### src/rtl/gtb_pkg.sv
// Shared types, constants and helpers of the 2bpp glyph text blitter.
package gtb_pkg;

    // Defaults of the top level parameters (FONT_BYTES must be a power of two)
    localparam int FONT_BYTES_DEF      = 4096;
    localparam int MAX_GLYPH_ROWS_DEF  = 32;
    localparam int MAX_GLYPH_WIDTH_DEF = 32;

    // Field widths fixed by the interface
    localparam int KIND_W   = 2;
    localparam int FADDR_W  = 12;
    localparam int COORD_W  = 16;
    localparam int PIX_W    = 64;
    localparam int PCOUNT_W = 6;
    localparam int ARG_W    = 32;

    // Row byte walk: up to 8 bytes of four pixels each
    localparam int BYTE_CNT_W = 4;
    localparam int LANE_W     = 3;

    // Command queue between front and back
    localparam int QUEUE_DEPTH = 2;

    // Request kinds on the input channel
    localparam logic [KIND_W-1:0] KIND_LOAD = 2'd0;
    localparam logic [KIND_W-1:0] KIND_PEN  = 2'd1;
    localparam logic [KIND_W-1:0] KIND_DRAW = 2'd2;

    // Font header locations
    localparam int HDR_FIRST  = 2;
    localparam int HDR_LAST   = 3;
    localparam int OFFS_BASE  = 4;
    localparam int GLYPH_HDR  = 4;

    typedef enum logic [1:0] {
        OP_LOAD,
        OP_PEN,
        OP_DRAW
    } t_cmd_op;

    // Queued command: load {addr, byte}, pen {y, x}, draw {code}
    typedef struct packed {
        t_cmd_op           op;
        logic [ARG_W-1:0]  arg;
    } t_cmd;

    typedef enum logic [3:0] {
        S_IDLE,
        S_HDR0,
        S_HDR1,
        S_HDR2,
        S_OFF0,
        S_OFF1,
        S_GH0,
        S_GH1,
        S_GH2,
        S_GH3,
        S_ROW
    } t_state;

    // Keep the low 2*width bits of a row of 2-bit pixels
    function automatic logic [PIX_W-1:0] pix_mask(input logic [PCOUNT_W-1:0] width);
        logic [PIX_W-1:0] m;
        m = '0;
        for (int k = 0; k < PIX_W / 2; k++) begin
            if (PCOUNT_W'(k) < width) begin
                m[2*k +: 2] = 2'b11;
            end
        end
        return m;
    endfunction

endpackage

### src/rtl/gtb_queue.sv
// Short command queue between the front end and the drawing engine.
module gtb_queue (
    input  logic           i_clk,
    input  logic           i_rst_n,
    input  logic           i_push,
    input  gtb_pkg::t_cmd  i_cmd,
    output logic           o_full,
    output logic           o_valid,
    output gtb_pkg::t_cmd  o_head,
    input  logic           i_pop
);
    import gtb_pkg::*;

    localparam int PTR_W = (QUEUE_DEPTH > 1) ? $clog2(QUEUE_DEPTH) : 1;
    localparam int CNT_W = $clog2(QUEUE_DEPTH + 1);

    t_cmd             r_slot [QUEUE_DEPTH];
    logic [PTR_W-1:0] r_wr_ptr, n_wr_ptr;
    logic [PTR_W-1:0] r_rd_ptr, n_rd_ptr;
    logic [CNT_W-1:0] r_count, n_count;
    logic             do_pop;

    assign o_full  = (r_count == CNT_W'(QUEUE_DEPTH));
    assign o_valid = (r_count != '0);
    assign o_head  = r_slot[r_rd_ptr];
    assign do_pop  = i_pop && o_valid;

    // Advance pointers with wrap at the depth
    always_comb begin
        n_wr_ptr = r_wr_ptr;
        n_rd_ptr = r_rd_ptr;
        n_count  = r_count;
        if (i_push) begin
            n_wr_ptr = (r_wr_ptr == PTR_W'(QUEUE_DEPTH - 1)) ? '0 : r_wr_ptr + 1'b1;
        end
        if (do_pop) begin
            n_rd_ptr = (r_rd_ptr == PTR_W'(QUEUE_DEPTH - 1)) ? '0 : r_rd_ptr + 1'b1;
        end
        if (i_push && !do_pop) begin
            n_count = r_count + 1'b1;
        end else if (!i_push && do_pop) begin
            n_count = r_count - 1'b1;
        end
    end

    always_ff @(posedge i_clk) begin
        if (!i_rst_n) begin
            r_wr_ptr <= '0;
            r_rd_ptr <= '0;
            r_count  <= '0;
        end else begin
            r_wr_ptr <= n_wr_ptr;
            r_rd_ptr <= n_rd_ptr;
            r_count  <= n_count;
        end
    end

    // Store the pushed command
    always_ff @(posedge i_clk) begin
        if (i_push) begin
            r_slot[r_wr_ptr] <= i_cmd;
        end
    end

endmodule

### config.mk
export PLATFORM = sky130hd
export DESIGN_NAME = gtb_queue
export DESIGN_NICKNAME = d
export VERILOG_FILES = /design/src/rtl/gtb_pkg.sv /design/src/rtl/gtb_queue.sv
export SDC_FILE = /design/constraint.sdc
export NUM_CORES = 1
export LEC_CHECK = 0
export ABC_AREA = 1
export BUFFER_PORTS_ARGS = -buffer_cell sky130_fd_sc_hd__buf_4
export CELL_PAD_IN_SITES_DETAIL_PLACEMENT = 0
export CELL_PAD_IN_SITES_GLOBAL_PLACEMENT = 1
export CORE_MARGIN = 2
export CORE_UTILIZATION = 43
export DETAILED_ROUTE_END_ITERATION = 10
export PLACE_DENSITY = 0.9
export SLEW_MARGIN = 5
export SYNTH_ARGS = -nofsm -noshare
export SYNTH_HDL_FRONTEND = slang
export SYNTH_SLANG_ARGS = --single-unit
### constraint.sdc
create_clock -name i_clk -period 3 [get_ports i_clk]
set_input_delay 0.3 -clock i_clk [delete_from_list [all_inputs] [get_ports i_clk]]
set_output_delay 0.3 -clock i_clk [all_outputs]
set_load 0.005 [all_outputs]
Word-level counts from Yosys, hierarchy flattened
Memory sizes are Yosys's and may differ from the RTL's. A register that Yosys moved wholly into a read port is not among the register bits.
Cells that the tools add are included.
- bits of input ports: 38
- memories kept: 1
- latch bits: 0
- RAM bits: 68
- output and inout port bits: 36
- bits in registers: 4
- memory bits (read-only): 0
- logic and storage cells: 24
- memories (name ; words ; bits a word ; read ports ; clocked after Yosys merged registers in ; write ports ; RTL line ; text):
    r_slot ; 2 ; 34 ; 1 ; 1 ; 1 ; gtb_queue.sv:17 ; t_cmd r_slot [QUEUE_DEPTH];
- reductions and logical operators: 7
- div/mod/pow operators: 0
- $mul: 0
- shifts and indexed selects: 0
- add/sub/neg operators: 4
- magnitude comparators: 0
- multiplexer cells: 8
- bitwise operators: 0
- equality and inequality tests: 1
- operators by type and width (kind ; count):
    1-bit two-way mux ; 6
    2-bit two-way mux ; 2
    2-bit nonzero test ; 2
    1-bit logical AND ; 3
    1-bit adder, second input constant ; 2
    2-bit by 1-bit adder with 2-bit output, second input constant ; 1
    2-bit == test, second input constant ; 1
    1-bit zero test ; 2
    2-bit by 1-bit subtractor with 2-bit output, second input constant ; 1

Longest topological paths before layout
Gate-level depths: netlist (run 1).
- depth after elaboration: 5
- depth in mapped cells: 9
- gate-level depth less buffers: 9

Least setup slack after synthesis (run 1)
No wires, ideal clock.
- path kind: input port to flip-flop
- from: input i_push
- to: memory r_slot[0][0] (netlist bit), enable pin
- stages: 2
- library setup time: 0.426 ns
- path buffers: 0
- data required time: 2.574 ns
- setup slack: 0.802 ns
- arrival time: 1.773 ns
- cells stage by stage: inv_1 > nor2_1
- cells in the longest elaborated chain, start to end: 2
- ends and longest elaborated chain (element ; RTL line ; text):
    from (decl) ; gtb_queue.sv:5 ; input logic i_push,
    1-bit two-way mux ; gtb_queue.sv:60 ; if (i_push) begin
    1-bit two-way mux (not written as such) ; gtb_queue.sv:61 ; r_slot[r_wr_ptr] <= i_cmd;
    to (decl) ; gtb_queue.sv:17 ;
Every way passes these cells.

==> results of run 1 <==
[area by class of cell]
class	instances	area (um^2)	area share
clock buffer	9	124	0.0342
clock inverter	7	45.0	0.0125
inverter	8	30.0	0.00830
multi-input combinational	57	608	0.168
sequential	73	2140	0.593
tap	77	96.3	0.0266
timing repair buffer	76	571	0.158
[flip-flops by register name, indices dropped and copies added, names as in the netlist, named ones only]
signal	flops
r_count	2
r_wr_ptr	1
r_slot	68
r_rd_ptr	1
[per-layer routing]
metal,global-route usage,part of all wire,wire (um)
met4,0.0779,0.012,57
met3,0.0360,0.068,317
met2,0.224,0.52,2430
met1,0.154,0.40,1850
met5,0,0,0
[cells in the mapped netlist]
library cell	count	area [um^2]
nand4_1	1	6.26
inv_1	8	30.0
edfxtp_1	68	2040
nand3_1	1	5.00
o21ai_0	1	5.00
mux2_4	30	450
a21oi_1	1	5.00
nor2_1	8	30.0
nand2_1	9	33.8
buf_12	3	60.1
dfxtp_1	5	100
mux2_2	4	45.0
buf_6	1	11.3
o21a_1	1	7.51
ha_1	1	12.5
[worst max-delay path, cell delays in order, from the launching register on]
cell and delay (ps):
dfxtp_2 590, buf_4 370, mux2_2 380, buf_4 140
[worst max path at each step]
stage               startpoint           end  cells past startpoint
floorplan               i_push  r_slot[0][0]                      2
global placement     flip-flop    o_head[14]                      3
detailed placement   flip-flop    o_head[13]                      3
CTS                  flip-flop    o_head[13]                      3
global route         flip-flop    o_head[13]                      3
finish               flip-flop    o_head[13]                      3
[kinds of logic (layout without fill, tap and decap cells)]
| kind of cell | Yosys count | in the layout | share of synthesized area |
|---|---|---|---|
| compound gates | 3 | 3 | 0.00616 |
| fa+ha+maj | 1 | 1 | 0.00440 |
| buf+inv | 12 | 100 | 0.0356 |
| flops | 73 | 73 | 0.753 |
| mux | 34 | 34 | 0.174 |
| simple gates | 19 | 19 | 0.0264 |
[through the flow]
step           area [um^2]  instances   util  hold WS, ps
2_1_floorplan         2840        142      -          399
3_3_place_gp          3450        291  0.540          482
3_5_place_dp          3450        291  0.540          488
4_1_cts               3620        307  0.566          128
5_1_grt               3620        307  0.566          125
6_report              3620        307  0.566          146
[power breakdown]
group / switching (W) / leakage, nW / internal [W]
Sequential: 0.0000325 / 0.680 / 0.00118
Combinational: 0.000133 / 0.694 / 0.000221
Clock: 0.000354 / 0.0791 / 0.000297
Total: 0.000520 / 1.45 / 0.00170
==> summary.txt, run 1 <==
==================================================================================
Wirelength per Cell                                                        15.2 um
Count of distinct cell types in the synthesized netlist                         15
Number of H-tree levels                                                          3
Avg Vias per Cell                                                             4.67
Cell count of the worst hold path                                                1
RSZ-0062 raised after global routing                                            no
Antenna viol nets, final                                                         0
Quantity of gates resized following cts                                          0
Core area                                                                6390 um^2
Maximum vdd ir drop                                                       0.334 mV
Part of the Yosys area used for sequential elements                          0.753
Layout Nets                                                                    264
Total routing usage reported by global routing                               0.134
Starting DRC count in detailed routing                                          51
Launch instance of the worst min-delay path                               i_cmd[7]
Worst setup slack before clock tree synthesis                              1240 ps
Synthesized Nets                                                               181
Slack of the worst reg-to-reg path                                         1380 ps
Effective utilization at floorplan                                           0.445
Number of clock buffers inserted by TritonCTS                                    9
Final critical-path share of the clock period                                0.704
Critical setup path kind                                              flip-flop to primary output
Fraction of layout cells with a size suffix above 1                          0.552
Most common library cell in the layout ignoring fill and taps                buf_4
I/O pin count                                                                   74
Via count                                                                     1434
Status                                                                complete, no violations
Antenna violations before repair                                                 0
Placer's final routability congestion estimate                               0.668
Seq cells post-synth                                                            73
Number of instances in the synthesized netlist                                 142
Global-route wire length before repair                                     7.22 mm
CTS clk-pin slew, worst paths                                                80 ps
Total power density per cell area                                      613 nW/um^2
Placement row count                                                             29
Post-route DRC                                                                   0
Tightest slew margin relative to the limit                                   0.325
Cts-stage hold buffer count                                                      0
Crit path DAT                                                              1810 ps
Endpoint with the worst hold slack                                    r_slot[0][7]
Number of buffers on the longest clock path                                      2
Antenna fix cells                                                                0
CTS tree                                                                       yes
Number of global-route vias before repair                                     1508
Max-cap violations                                                               0
Number of endpoints with negative hold slack in the final report                 0
Global route total overflow                                                      0
Final worst clock skew                                                     5.86 ps
Final wirelength                                                           4.66 mm
Type of the most critical hold path                                   input pin to flip-flop
Nature of the critical path startpoint                                   flip-flop
FF-to-FF Start                                                            r_wr_ptr
Total clock sinks                                                               73
R2R depth                                                                        3
Insertion delay to the later sink of the worst-skew pair                    330 ps
Static Leakage                                                             1.45 nW
Actual slew at the worst max-slew pin                                      1010 ps
Synth Cell Area                                                          2840 um^2
Overall die area                                                         7280 um^2
Highest-count cells in the layout ignoring fill and taps              buf_4 (76), edfxtp_1 (68), mux2_4 (30), nand2_1 (9), clkbuf_8 (9)
Signed area change from the synthesized netlist to the final layout          27.2%
Final number of max-transition violations                                        0
End of the worst register-to-register path                            r_slot[1][9]
Clock tree root driver cell                                               clkbuf_8
Minimum clock period                                                       2110 ps
Die extent in y                                                            85.3 um
Syn Area/Cell                                                            20.0 um^2
Total setup buffers inserted after CTS                                           0
Setup TNS Final                                                               0 ps
Maximum clock frequency                                                    474 MHz
Post-route worst setup slack                                                889 ps
Power consumption                                                        0.00222 W
Input/output buffers                                                            73
Fill cell instance count of the final layout                                   518
Horizontal die dimension                                                   85.3 um
Number of detailed-routing iterations run before antenna repair                  4
Max FO, Critical Path                                                           16
Number of failing setup endpoints in the final timing report                     0
CP Data Required Time                                                      2700 ps
Pin count of the biggest net entering global routing                            35
Yosys warning count                                                              0
Worst setup EP type                                                   primary output
==================================================================================
(Power assumes the default switching activity.)
==> run 2, diff against run 1 <==
==> constraint.sdc (replaced) <==
create_clock -name i_clk -period 2 [get_ports i_clk]
set_input_delay 0.2 -clock i_clk [delete_from_list [all_inputs] [get_ports i_clk]]
set_output_delay 0.2 -clock i_clk [all_outputs]
set_load 0.005 [all_outputs]
==> summary.txt, run 2 (same netlist as run 1, synthesis figures left out) <==
========================================================================================
Fraction of layout cells with a size suffix above 1                                0.552
Worst setup slack before clock tree synthesis                                     598 ps
Final wirelength                                                                 4.56 mm
Final worst clock skew                                                           7.78 ps
Total setup buffers inserted after CTS                                                 0
Critical setup path kind                                                    flip-flop to primary output
Horizontal die dimension                                                         85.3 um
CTS clk-pin slew, worst paths                                                      70 ps
Antenna viol nets, final                                                               0
Global route total overflow                                                            0
Input/output buffers                                                                  73
Setup TNS Final                                                                     0 ps
Max FO, Critical Path                                                                 21
Number of detailed-routing iterations run before antenna repair                        4
Max-cap violations                                                                     0
Number of failing setup endpoints in the final timing report                           0
Crit path DAT                                                                    1550 ps
I/O pin count                                                                         74
Type of the most critical hold path                                         input pin to flip-flop
Core area                                                                      6390 um^2
Via count                                                                           1448
Antenna fix cells                                                                      0
Post-route DRC                                                                         0
Combinational cell fraction of total power                                         0.156
Most common library cell in the layout ignoring fill and taps                      buf_4
Largest register FFs                                                                  68
Power consumption                                                              0.00357 W
Pin count of the biggest net entering global routing                                  28
Cts-stage hold buffer count                                                            0
Die extent in y                                                                  85.3 um
Register share of total power                                                      0.506
Antenna violations before repair                                                       0
Total half-perimeter wirelength after legalization and detailed placement        3.15 mm
Final critical-path share of the clock period                                      0.874
Layout Nets                                                                          265
Worst setup EP type                                                         primary output
Number of endpoints with negative hold slack in the final report                       0
Insertion delay to the later sink of the worst-skew pair                          330 ps
Highest-count cells in the layout ignoring fill and taps                    buf_4 (74), edfxtp_1 (68), mux2_4 (30), nand2_1 (9), clkbuf_8 (9)
Net load switching power                                                      0.000759 W
CP Data Required Time                                                            1800 ps
Number of buffers on the longest clock path                                            2
# placed instances                                                                   292
Cell count of the worst hold path                                                      1
Final number of max-transition violations                                              0
Wirelength per Cell                                                              14.9 um
Clock tree root driver cell                                                     clkbuf_8
Maximum vdd ir drop                                                             0.682 mV
Effective utilization at floorplan                                                 0.445
Status                                                                      complete, no violations
Total internal power                                                           0.00281 W
Placer's final routability congestion estimate                                     0.661
Clock network fraction of design power                                             0.338
Total routing usage reported by global routing                                     0.128
Global-route wire length before repair                                           6.82 mm
Placement row count                                                                   29
Signed area change from the synthesized netlist to the final layout                30.2%
RSZ-0062 raised after global routing                                                  no
Post-route worst setup slack                                                      253 ps
Total clock sinks                                                                     73
Minimum clock period                                                             1750 ps
Number of clock buffers inserted by TritonCTS                                          9
Total power density per cell area                                            964 nW/um^2
Actual slew at the worst max-slew pin                                             385 ps
Nature of the critical path startpoint                                         flip-flop
Static Leakage                                                                   1.49 nW
Switching share of total power                                                     0.213
Most flops, register                                                              r_slot
Non-filler cells, final                                                              307
Tightest slew margin relative to the limit                                         0.743
Quantity of gates resized following cts                                                0
Number of global-route vias before repair                                           1424
Leading registers by flop count                                             r_slot: 68 flops, r_count: 2 flops
Number of H-tree levels                                                                3
Avg Vias per Cell                                                                   4.72
Maximum clock frequency                                                          572 MHz
Starting DRC count in detailed routing                                                74
CTS tree                                                                             yes
Overall die area                                                               7280 um^2
R2R depth                                                                              3
========================================================================================
## run 2: cell type report
type / count / area [um^2]
fill: 485 / 2680
sequential: 73 / 2140
timing repair buffer: 77 / 616
multi-input combinational: 57 / 608
clock buffer: 10 / 128
tap: 77 / 96.3
clock inverter: 5 / 81.3
inverter: 8 / 30.0
## run 2: final timing paths
kind / start / end / slack (ps)
min: i_cmd[27] / r_slot[1][27] / 50
max: flip-flop / o_head[19] / 250
max reg2reg: r_wr_ptr / r_slot[1][31] / 660
min reg2reg: r_rd_ptr / flip-flop / 510
## run 2: layer usage
metal	global-route usage	up-vias	wire, um
li1	-	693	-
met1	0.154	690	1930
met2	0.202	59	2190
met3	0.0623	6	393
met4	0.0433	0	44
met5	0	-	0
## run 2: worst max-delay path, cell delays in order (launching register included)
cell	delay (ps)
dfxtp_2	490
buf_12	240
mux2_2	360
buf_4	130
## run 2: stage by stage
stage / hold slack (ps) / instance area, um^2 / utilization
final: 46.3 / 3700 / 0.580
after global routing: 17.9 / 3700 / 0.580
after CTS: 31.4 / 3700 / 0.580
after detailed placement: 388 / 3490 / 0.547
after global placement: 385 / 3490 / 0.547
after floorplan: 299 / 2850 / -
## run 2: power by group through the flow
stage / Combinational, W / Sequential (W) / Clock [W]
after floorplan: 0.000341 / 0.00182 / 0
after global placement: 0.000559 / 0.00184 / 0
after detailed placement: 0.000565 / 0.00184 / 0
after CTS: 0.000567 / 0.00181 / 0.00124
after global routing: 0.000604 / 0.00181 / 0.00131
final: 0.000557 / 0.00181 / 0.00121
