`src/rtl/gtb_pkg.sv`:
```
// Shared types, constants and helpers of the 2bpp glyph text blitter.
package gtb_pkg;

    // Defaults of the top level parameters (FONT_BYTES must be a power of two)
    localparam int FONT_BYTES_DEF      = 4096;
    localparam int MAX_GLYPH_ROWS_DEF  = 32;
    localparam int MAX_GLYPH_WIDTH_DEF = 32;

    // Field widths fixed by the interface
    localparam int KIND_W   = 2;
    localparam int FADDR_W  = 12;
    localparam int COORD_W  = 16;
    localparam int PIX_W    = 64;
    localparam int PCOUNT_W = 6;
    localparam int ARG_W    = 32;

    // Row byte walk: up to 8 bytes of four pixels each
    localparam int BYTE_CNT_W = 4;
    localparam int LANE_W     = 3;

    // Command queue between front and back
    localparam int QUEUE_DEPTH = 2;

    // Request kinds on the input channel
    localparam logic [KIND_W-1:0] KIND_LOAD = 2'd0;
    localparam logic [KIND_W-1:0] KIND_PEN  = 2'd1;
    localparam logic [KIND_W-1:0] KIND_DRAW = 2'd2;

    // Font header locations
    localparam int HDR_FIRST  = 2;
    localparam int HDR_LAST   = 3;
    localparam int OFFS_BASE  = 4;
    localparam int GLYPH_HDR  = 4;

    typedef enum logic [1:0] {
        OP_LOAD,
        OP_PEN,
        OP_DRAW
    } t_cmd_op;

    // Queued command: load {addr, byte}, pen {y, x}, draw {code}
    typedef struct packed {
        t_cmd_op           op;
        logic [ARG_W-1:0]  arg;
    } t_cmd;

    typedef enum logic [3:0] {
        S_IDLE,
        S_HDR0,
        S_HDR1,
        S_HDR2,
        S_OFF0,
        S_OFF1,
        S_GH0,
        S_GH1,
        S_GH2,
        S_GH3,
        S_ROW
    } t_state;

    // Keep the low 2*width bits of a row of 2-bit pixels
    function automatic logic [PIX_W-1:0] pix_mask(input logic [PCOUNT_W-1:0] width);
        logic [PIX_W-1:0] m;
        m = '0;
        for (int k = 0; k < PIX_W / 2; k++) begin
            if (PCOUNT_W'(k) < width) begin
                m[2*k +: 2] = 2'b11;
            end
        end
        return m;
    endfunction

endpackage

```
`src/rtl/gtb_front.sv`:
```
// Front end: accepts requests, drops those that cause nothing, packs commands.
module gtb_front (
    input  logic                          i_valid,
    output logic                          o_ready,
    input  logic [gtb_pkg::KIND_W-1:0]    i_kind,
    input  logic [gtb_pkg::FADDR_W-1:0]   i_font_addr,
    input  logic [7:0]                    i_font_byte,
    input  logic [gtb_pkg::COORD_W-1:0]   i_pen_x,
    input  logic [gtb_pkg::COORD_W-1:0]   i_pen_y,
    input  logic [7:0]                    i_char_code,
    input  logic                          i_full,
    output logic                          o_push,
    output gtb_pkg::t_cmd                 o_cmd
);
    import gtb_pkg::*;

    logic keep;

    assign o_ready = !i_full;

    // Classify: unused kind and high codes are accepted and dropped
    always_comb begin
        keep      = 1'b0;
        o_cmd.op  = OP_LOAD;
        o_cmd.arg = '0;
        case (i_kind)
            KIND_LOAD: begin
                keep      = 1'b1;
                o_cmd.op  = OP_LOAD;
                o_cmd.arg = ARG_W'({i_font_addr, i_font_byte});
            end
            KIND_PEN: begin
                keep      = 1'b1;
                o_cmd.op  = OP_PEN;
                o_cmd.arg = {i_pen_y, i_pen_x};
            end
            KIND_DRAW: begin
                keep      = !i_char_code[7];
                o_cmd.op  = OP_DRAW;
                o_cmd.arg = ARG_W'(i_char_code[6:0]);
            end
            default: begin
                keep = 1'b0;
            end
        endcase
    end

    assign o_push = i_valid && o_ready && keep;

endmodule

```
`config.mk`:
```
export PLATFORM = sky130hd
export DESIGN_NAME = gtb_front
export DESIGN_NICKNAME = d
export VERILOG_FILES = /design/src/rtl/gtb_pkg.sv /design/src/rtl/gtb_front.sv
export SDC_FILE = /design/constraint.sdc
export NUM_CORES = 1
export LEC_CHECK = 0
export ABC_AREA = 1
export BUFFER_PORTS_ARGS = -buffer_cell sky130_fd_sc_hd__buf_2
export CAP_MARGIN = 20
export CORE_ASPECT_RATIO = 0.9
export CORE_MARGIN = 2
export CORE_UTILIZATION = 23
export DETAILED_ROUTE_END_ITERATION = 7
export GPL_ROUTABILITY_DRIVEN = 0
export PLACE_DENSITY = 0.78
export SKIP_LAST_GASP = 1
export SLEW_MARGIN = 0
export SYNTH_ARGS = -nofsm -noshare
export SYNTH_HDL_FRONTEND = slang
export SYNTH_SLANG_ARGS = --single-unit
```
`constraint.sdc`:
```
create_clock -name vclk -period 0.8
set_clock_uncertainty 0.05 [all_clocks]
set_input_delay 0.16 -clock vclk [all_inputs]
set_output_delay 0.16 -clock vclk [all_outputs]
set_load 0.1 [all_outputs]
```
==> metrics, run 1 <==
Seq/Total Area, Yosys 0%; IO Port Bufs 100; Die X-Extent 52.1 um; Site Rows 15; starting density of the core 24.7%; count of cell types in the netlist 10; Cells after Synth 109; number of synthesis warnings 0; status did not finish; synthesized cell area 478 um2; mean post-synth cell area 4.38 um2; IO Count 100; Failed at detailed placement (3_5_place_dp); Die Y 47.2 um; Net Count, Synth 173; tool error [ERROR DPL-0038] Utilization greater than 100%, impossible to legalize
[logic make-up after synthesis]
group	Yosys count	share of synthesized area, %
AND/OR/NAND/NOR	86	75.4
buffers and inverters	23	24.6
[through the flow]
step / std cells / setup slack, ps / TNS, ps / hold WS (ps)
floorplan: 109 / -544 / -10330 / 436
global placement: 241 / -519 / -14880 / 636
[Yosys cell counts, drive strengths merged]
library cell,n,share of area (%)
nand2,49,39
inv,17,13
buf,6,11
nor2,15,13
nand3,22,23
==> run 2, diff against run 1 <==
--- a/config.mk
+++ b/config.mk
@@ -8,12 +8,11 @@
 export ABC_AREA = 1
 export BUFFER_PORTS_ARGS = -buffer_cell sky130_fd_sc_hd__buf_2
 export CAP_MARGIN = 20
-export CORE_ASPECT_RATIO = 0.9
-export CORE_MARGIN = 2
-export CORE_UTILIZATION = 23
+export CORE_AREA = 2 2 63 65
 export DETAILED_ROUTE_END_ITERATION = 7
+export DIE_AREA = 0 0 65 67
 export GPL_ROUTABILITY_DRIVEN = 0
-export PLACE_DENSITY = 0.78
+export PLACE_DENSITY_LB_ADDON = 0.15
 export SKIP_LAST_GASP = 1
 export SLEW_MARGIN = 0
 export SYNTH_ARGS = -nofsm -noshare
==> constraint.sdc (replaced) <==
create_clock -name vclk -period 1.05
set_clock_uncertainty 0.05 [all_clocks]
set_input_delay 0.21 -clock vclk [all_inputs]
set_output_delay 0.21 -clock vclk [all_outputs]
set_load 0.1 [all_outputs]
==> metrics, run 2 <==
status complete, but fails checks; failing checks negative setup slack; IO Port Bufs 100; critical path class in -> out; largest net degree at the start of global routing 9; Pwr per Cell Area 661 nW/um2; synthesized cell area 478 um2; number of synthesis warnings 0; Seq/Total Area, Yosys 0%; starting density of the core 13.3%; register area 0 um2; WL/cell 12.8 um; count of cell types in the netlist 10; Setup crit start kind input port; first-pass GRT wire length 5660 um; first-pass detailed-route iteration total 4; highest metal used met3; worst vdd ir 0.368 mV; number of global-route vias before repair 1251; IO Count 100; via count 1128; final net count 290; dpl cells 267; critical path, cell by cell buf_12 -> nor2_4 -> clkbuf_16 -> nand2_4 -> nand3_4 -> buf_12; M1 WL 1050 um; filler instances 241; Crit path max-delay family buffers and inverters; Final Setup Violations 35; Design Area, Final 2690 um2; hold path cells 4; most frequent cells in the layout 62 x buf_2, 43 x buf_12, 35 x nand2_8; Slew @ Worst Pin 221 ps; # diodes 0; DP HPWL 2880 um; final setup margin -282 ps; most common cell after layout, fill and taps aside buf_2; worst min path class in -> out; fin crit share 127%; share of cells above drive strength 1 85.7%; Area growth syn-to-layout 464%; Starting DRT DRC Count 11; worst path required time 790 ps; Die Footprint 4360 um2; CP startpoint i_kind[0]; clock buf count 0; critical path peak fanout 6; Post-DRT Antenna Nets 0; cell taking the most area after synthesis nand2_1; slowest CP cell clkbuf_16; most used cell, CP buf_12; Max transition margin 85.2%; Die X-Extent 65 um; Worst setup EP type output pin; post-DR vias/cell 4.15; Final Hold Viols 0; mean post-synth cell area 4.38 um2; FF+latch count 0; WP data arrival 1070 ps; commonest cells in the synthesized netlist 48 x nand2_1, 22 x nand3_1, 14 x inv_1, 14 x nor2_1; HP Start i_font_byte[0]; CP bufs+invs 3; area post-placement 2480 um2; non-filler cells, final 272; Max Freq 0.751 GHz; Net Count, Synth 173; metal2 WL 2170 um; Site Rows 22; Die Y 67 um; GRT overflow 0; count of pins over their slew limit 0; Post-Route WL 3480 um; maxcap violations 0; WP depth 6; Cells after Synth 109; unrepaired setup endpoints after global routing yes; leakage 0.00121 uW; met3 wire length 262 um; core area 3610 um2; count leader, synth nand2_1; hold-fix buffers at CTS 0; Residual DRC 0; Largest stage delay, worst path 240 ps; main area contributors after synthesis nand2_1 38%, nand3_1 23%, inv_1 11%, nor2_1 11%, buf_6 7.1%; GR Util All Layers 16.4%; initial antenna violation count 0; top-area cell type share of the netlist area 37.7%; Final min period 1330 ps
[run 2: power breakdown]
group          switching [uW]  internal, uW  leakage [uW]
Combinational            1090           686       0.00121
Sequential                  0             0             0
Clock                       0             0             0
Total                    1090           686       0.00121
[run 2: area by class of cell]
type / count / area, um2 / area share [%]
Timing Repair inverter: 1 / 11.3 / 0.418
Multi-Input combinational cell: 86 / 1190 / 44.1
Inverter: 17 / 91.3 / 3.39
Timing Repair Buffer: 120 / 1340 / 49.9
Tap cell: 48 / 60.1 / 2.23
[run 2: cell families (layout without fill, tap and decap cells)]
| kind of cell | after synthesis | after routing | share of synthesized area [%] |
|---|---|---|---|
| AND/OR/NAND/NOR | 86 | 86 | 75.4 |
| buffers and inverters | 23 | 138 | 24.6 |
[run 2: path summary, 6_finish.rpt]
path,end,slack (ps)
worst min-delay path,o_cmd[0],740
worst max-delay path,o_cmd[3],-280
[run 2: repair_timing]
action	in CTS	in global routing
endpoints found under the setup margin	35	35
gates resized for setup	21	9
buffers inserted	2	1
cloned	3	0
endpoints found under the hold margin	0	0
pin swaps	11	7
[run 2: tightest hold or removal path, cell delays in order]
cell and delay, ps:
buf_2 100, nand2_4 50, nand3_4 60, buf_12 160
[run 2: through the flow]
step	power (uW)	TNS [ps]	utilization [%]	hold WS [ps]	setup WS [ps]
after floorplan	1070	-5190	-	536	-394
after global placement	1670	-8910	68.8	740	-327
after detailed placement	1700	-9670	68.8	746	-356
after CTS	1770	-8020	73.4	746	-333
after global routing	1840	-8740	74.7	757	-311
final	1780	-7810	74.7	743	-282
[run 2: metal layers]
metal,global-route usage [%],vias to the layer above
met1,16.7,514
met3,2.20,0
li1,-,561
met5,0,-
met4,0,0
met2,36.3,53
No activity file was read; power rests on OpenSTA's default activity.
==> run 3, diff against run 2 <==
==> constraint.sdc (replaced) <==
create_clock -name vclk -period 1.71
set_clock_uncertainty 0.05 [all_clocks]
set_input_delay 0.342 -clock vclk [all_inputs]
set_output_delay 0.342 -clock vclk [all_outputs]
set_load 0.1 [all_outputs]
==> metrics, run 3 (same netlist as run 2, synthesis figures left out) <==
filler instances 358; largest net degree at the start of global routing 15; Post-Route WL 2570 um; Die X-Extent 65 um; first-pass detailed-route iteration total 3; slowest CP cell buf_12; WL/cell 9.97 um; Post-CTS Setup Repair Bufs 0; CP bufs+invs 4; Site Rows 22; Die Y 67 um; hold-fix buffers at CTS 0; count of pins over their slew limit 0; share of cells above drive strength 1 68.1%; Crit path max-delay family buffers and inverters; DP HPWL 2370 um; clock buf count 0; post-DR vias/cell 3.92; critical path, cell by cell buf_2 -> inv_2 -> nand2_2 -> buf_12 -> nor2_1 -> buf_12; WP data arrival 1200 ps; FF+latch count 0; unrepaired setup endpoints after global routing no; Worst setup EP type output pin; via count 1011; most frequent cells in the layout 65 x buf_2, 36 x buf_12, 35 x nand2_1; IO Port Bufs 100; leakage 0.000942 uW; Final Hold Viols 0; GRT overflow 0; met3 wire length 345 um; critical path peak fanout 12; HP Start i_pen_y[11]; number of global-route vias before repair 905; WHS 988 ps; Final min period 1600 ps; highest metal used met3; # diodes 0; initial antenna violation count 0; GR Util All Layers 11.3%; CP startpoint i_kind[1]; Die Footprint 4360 um2; M1 WL 994 um; dpl ws 68.2 ps; final net count 276; area of the multi-input gates 556 um2; Area growth syn-to-layout 271%; worst vdd ir 0.264 mV; Pwr per Cell Area 474 nW/um2; metal2 WL 1230 um; Residual DRC 0; most used cell, CP buf_12; most common cell after layout, fill and taps aside buf_2; final setup margin 115 ps; Max Freq 0.627 GHz; Max transition margin 68.0%; worst path required time 1320 ps; first-pass GRT wire length 4110 um; starting density of the core 13.3%; Largest stage delay, worst path 200 ps; Post-DRT Antenna Nets 0; Final Setup Violations 0; status finished clean; IO Count 100; Starting DRT DRC Count 20; maxcap violations 0; fin crit share 93.3%; worst min path class in -> out; core area 3610 um2; critical path class in -> out; Setup crit start kind input port; register area 0 um2; Slew @ Worst Pin 484 ps
==> run 3: changes by cell type in the layout (fill, tap and decap cells not counted), sizes merged <==
| cell | before | now |
|---|---|---|
| buf | 119 | 107 |
| clkbuf | 1 | 0 |
| clkinvlp | 1 | 0 |
==> run 3: worst paths after layout <==
check / to / slack (ps) / cells past startpoint
min: o_cmd[27] / 990 / 4
max: o_cmd[26] / 110 / 6
==> run 3: metrics by stage <==
stage / util [%] / TNS (ps) / area [um2] / power [uW] / std cells
final: 49.2 / 0 / 1770 / 840 / 258
after CTS: 49.1 / 0 / 1770 / 846 / 258
after global placement: 49.1 / 0 / 1770 / 845 / 258
after detailed placement: 49.1 / 0 / 1770 / 845 / 258
after floorplan: - / -1750 / 673 / 515 / 109
after global routing: 49.2 / 0 / 1770 / 874 / 258
==> run 3: what timing repair did <==
action	in CTS	in global routing
gates resized for setup	0	2
endpoints found under the setup margin	0	9
hold endpoints to repair	0	0
==> run 3: routing by layer <==
metal | vias up | global-route usage [%]
li1 | 531 | -
met1 | 424 | 14.8
met2 | 56 | 19.3
met3 | 0 | 3.55
met4 | 0 | 0
met5 | - | 0
==> run 3: final cells by class <==
cell class                 instances  area share (%)
multi-input combinational         86            31.3
inverter                          17            3.74
timing repair buffer             107            61.5
tap                               48            3.39
==> run 3: report_power, final <==
group	internal [uW]	switching (uW)	leakage [uW]
logic	300	540	0.000942
registers	0	0	0
clock network	0	0	0
==> run 3: worst min-delay path, delay by kind of cell <==
| kind | cells | cell delay [ps] |
|---|---|---|
| buffers and inverters | 3 | 290 |
| and+or+nand+nor | 1 | 60 |
==> run 4, diff against run 3 <==
--- a/config.mk
+++ b/config.mk
@@ -13,6 +13,8 @@
 export DIE_AREA = 0 0 65 67
 export GPL_ROUTABILITY_DRIVEN = 0
 export PLACE_DENSITY_LB_ADDON = 0.15
+export REMOVE_ABC_BUFFERS = 1
+export SETUP_SLACK_MARGIN = 0.4
 export SKIP_LAST_GASP = 1
 export SLEW_MARGIN = 0
 export SYNTH_ARGS = -nofsm -noshare
==> metrics, run 4 (same netlist as run 2, synthesis figures left out) <==
status finished clean; Area growth syn-to-layout 304%; Setup crit start kind input port; WP data arrival 1130 ps; Final Hold Viols 0; Die X-Extent 65 um; first-pass GRT wire length 4360 um; Final Setup Violations 0; FF+latch count 0; leakage 0.00101 uW; worst min path class in -> out; core area 3610 um2; clock buf count 0; most frequent cells in the layout 62 x buf_2, 39 x buf_12, 27 x nand2_1; final net count 282; critical path peak fanout 9; filler instances 368; critical path, cell by cell buf_12 -> nor2_4 -> buf_6 -> buf_12 -> nand2_1 -> nand2_2 -> buf_12; Largest stage delay, worst path 170 ps; Residual DRC 0; Worst setup EP type output pin; Die Footprint 4360 um2; Max Freq 0.658 GHz; initial antenna violation count 0; IO Port Bufs 100; GRT overflow 0; area of the multi-input gates 578 um2; register area 0 um2; post-layout util 53.6%; IO Count 100; count of pins over their slew limit 0; via count 1058; post-DR vias/cell 4.01; non-filler cells, final 264; # diodes 0; most common cell after layout, fill and taps aside buf_2; Site Rows 22; Slew @ Worst Pin 301 ps; WL/cell 11.3 um; unrepaired setup endpoints after global routing yes; CP bufs+invs 4; GR Util All Layers 12.4%; worst vdd ir 0.209 mV; worst path required time 1320 ps; first-pass detailed-route iteration total 3; Crit path max-delay family buffers and inverters; largest net degree at the start of global routing 10; Post-Route WL 2980 um; Starting DRT DRC Count 5; most used cell, CP buf_12; DP HPWL 2250 um; slowest CP cell buf_12; maxcap violations 0; Die Y 67 um; Pwr per Cell Area 459 nW/um2; Max transition margin 80.1%; fin crit share 88.9%; starting density of the core 13.3%; Final min period 1520 ps; critical path class in -> out; number of global-route vias before repair 948; Post-DRT Antenna Nets 0; share of cells above drive strength 1 75.0%; dpl cells 260
==> run 4: layout make-up <==
| class | count | share of cell area [%] |
|---|---|---|
| Inverter | 17 | 3.95 |
| Tap cell | 48 | 3.11 |
| Multi-Input combinational cell | 86 | 29.9 |
| Timing Repair Buffer | 112 | 62.7 |
| Timing Repair inverter | 1 | 0.324 |
==> run 4: final timing paths <==
kind                  start         to  cells past startpoint
setup / recovery  i_kind[0]  o_cmd[10]                      7
hold / removal    i_kind[0]  o_cmd[33]                      3
==> run 4: timing repair <==
item,4_1_cts,5_1_grt
hold buffers,0,0
endpoints found under the hold margin,0,0
resized for setup,73,10
setup endpoints to repair,35,36
pin swaps,12,4
setup buffers,2,0
gates cloned,2,0
==> run 4: power by group <==
group	switching [uW]	total [uW]	internal, uW
Sequential	0	0	0
Clock	0	0	0
Combinational	557	888	331
Total	557	888	331
==> run 4: routing by layer <==
layer / up-vias / wire length, um / GRT usage (%)
met5: - / 0 / 0
met4: 0 / 0 / 0
met3: 0 / 255 / 2.53
met2: 48 / 1600 / 23.1
met1: 467 / 1120 / 15.5
li1: 543 / - / -
==> run 4: per-stage QoR <==
step	total power, uW	setup slack (ps)	cell area, um2	hold slack, ps	TNS (ps)
floorplan	451	-1050	424	969	-14910
global placement	802	92.5	1590	986	0
detailed placement	802	72.8	1590	990	0
CTS	882	190	1890	961	0
global route	920	148	1930	965	0
finish	888	190	1930	958	0
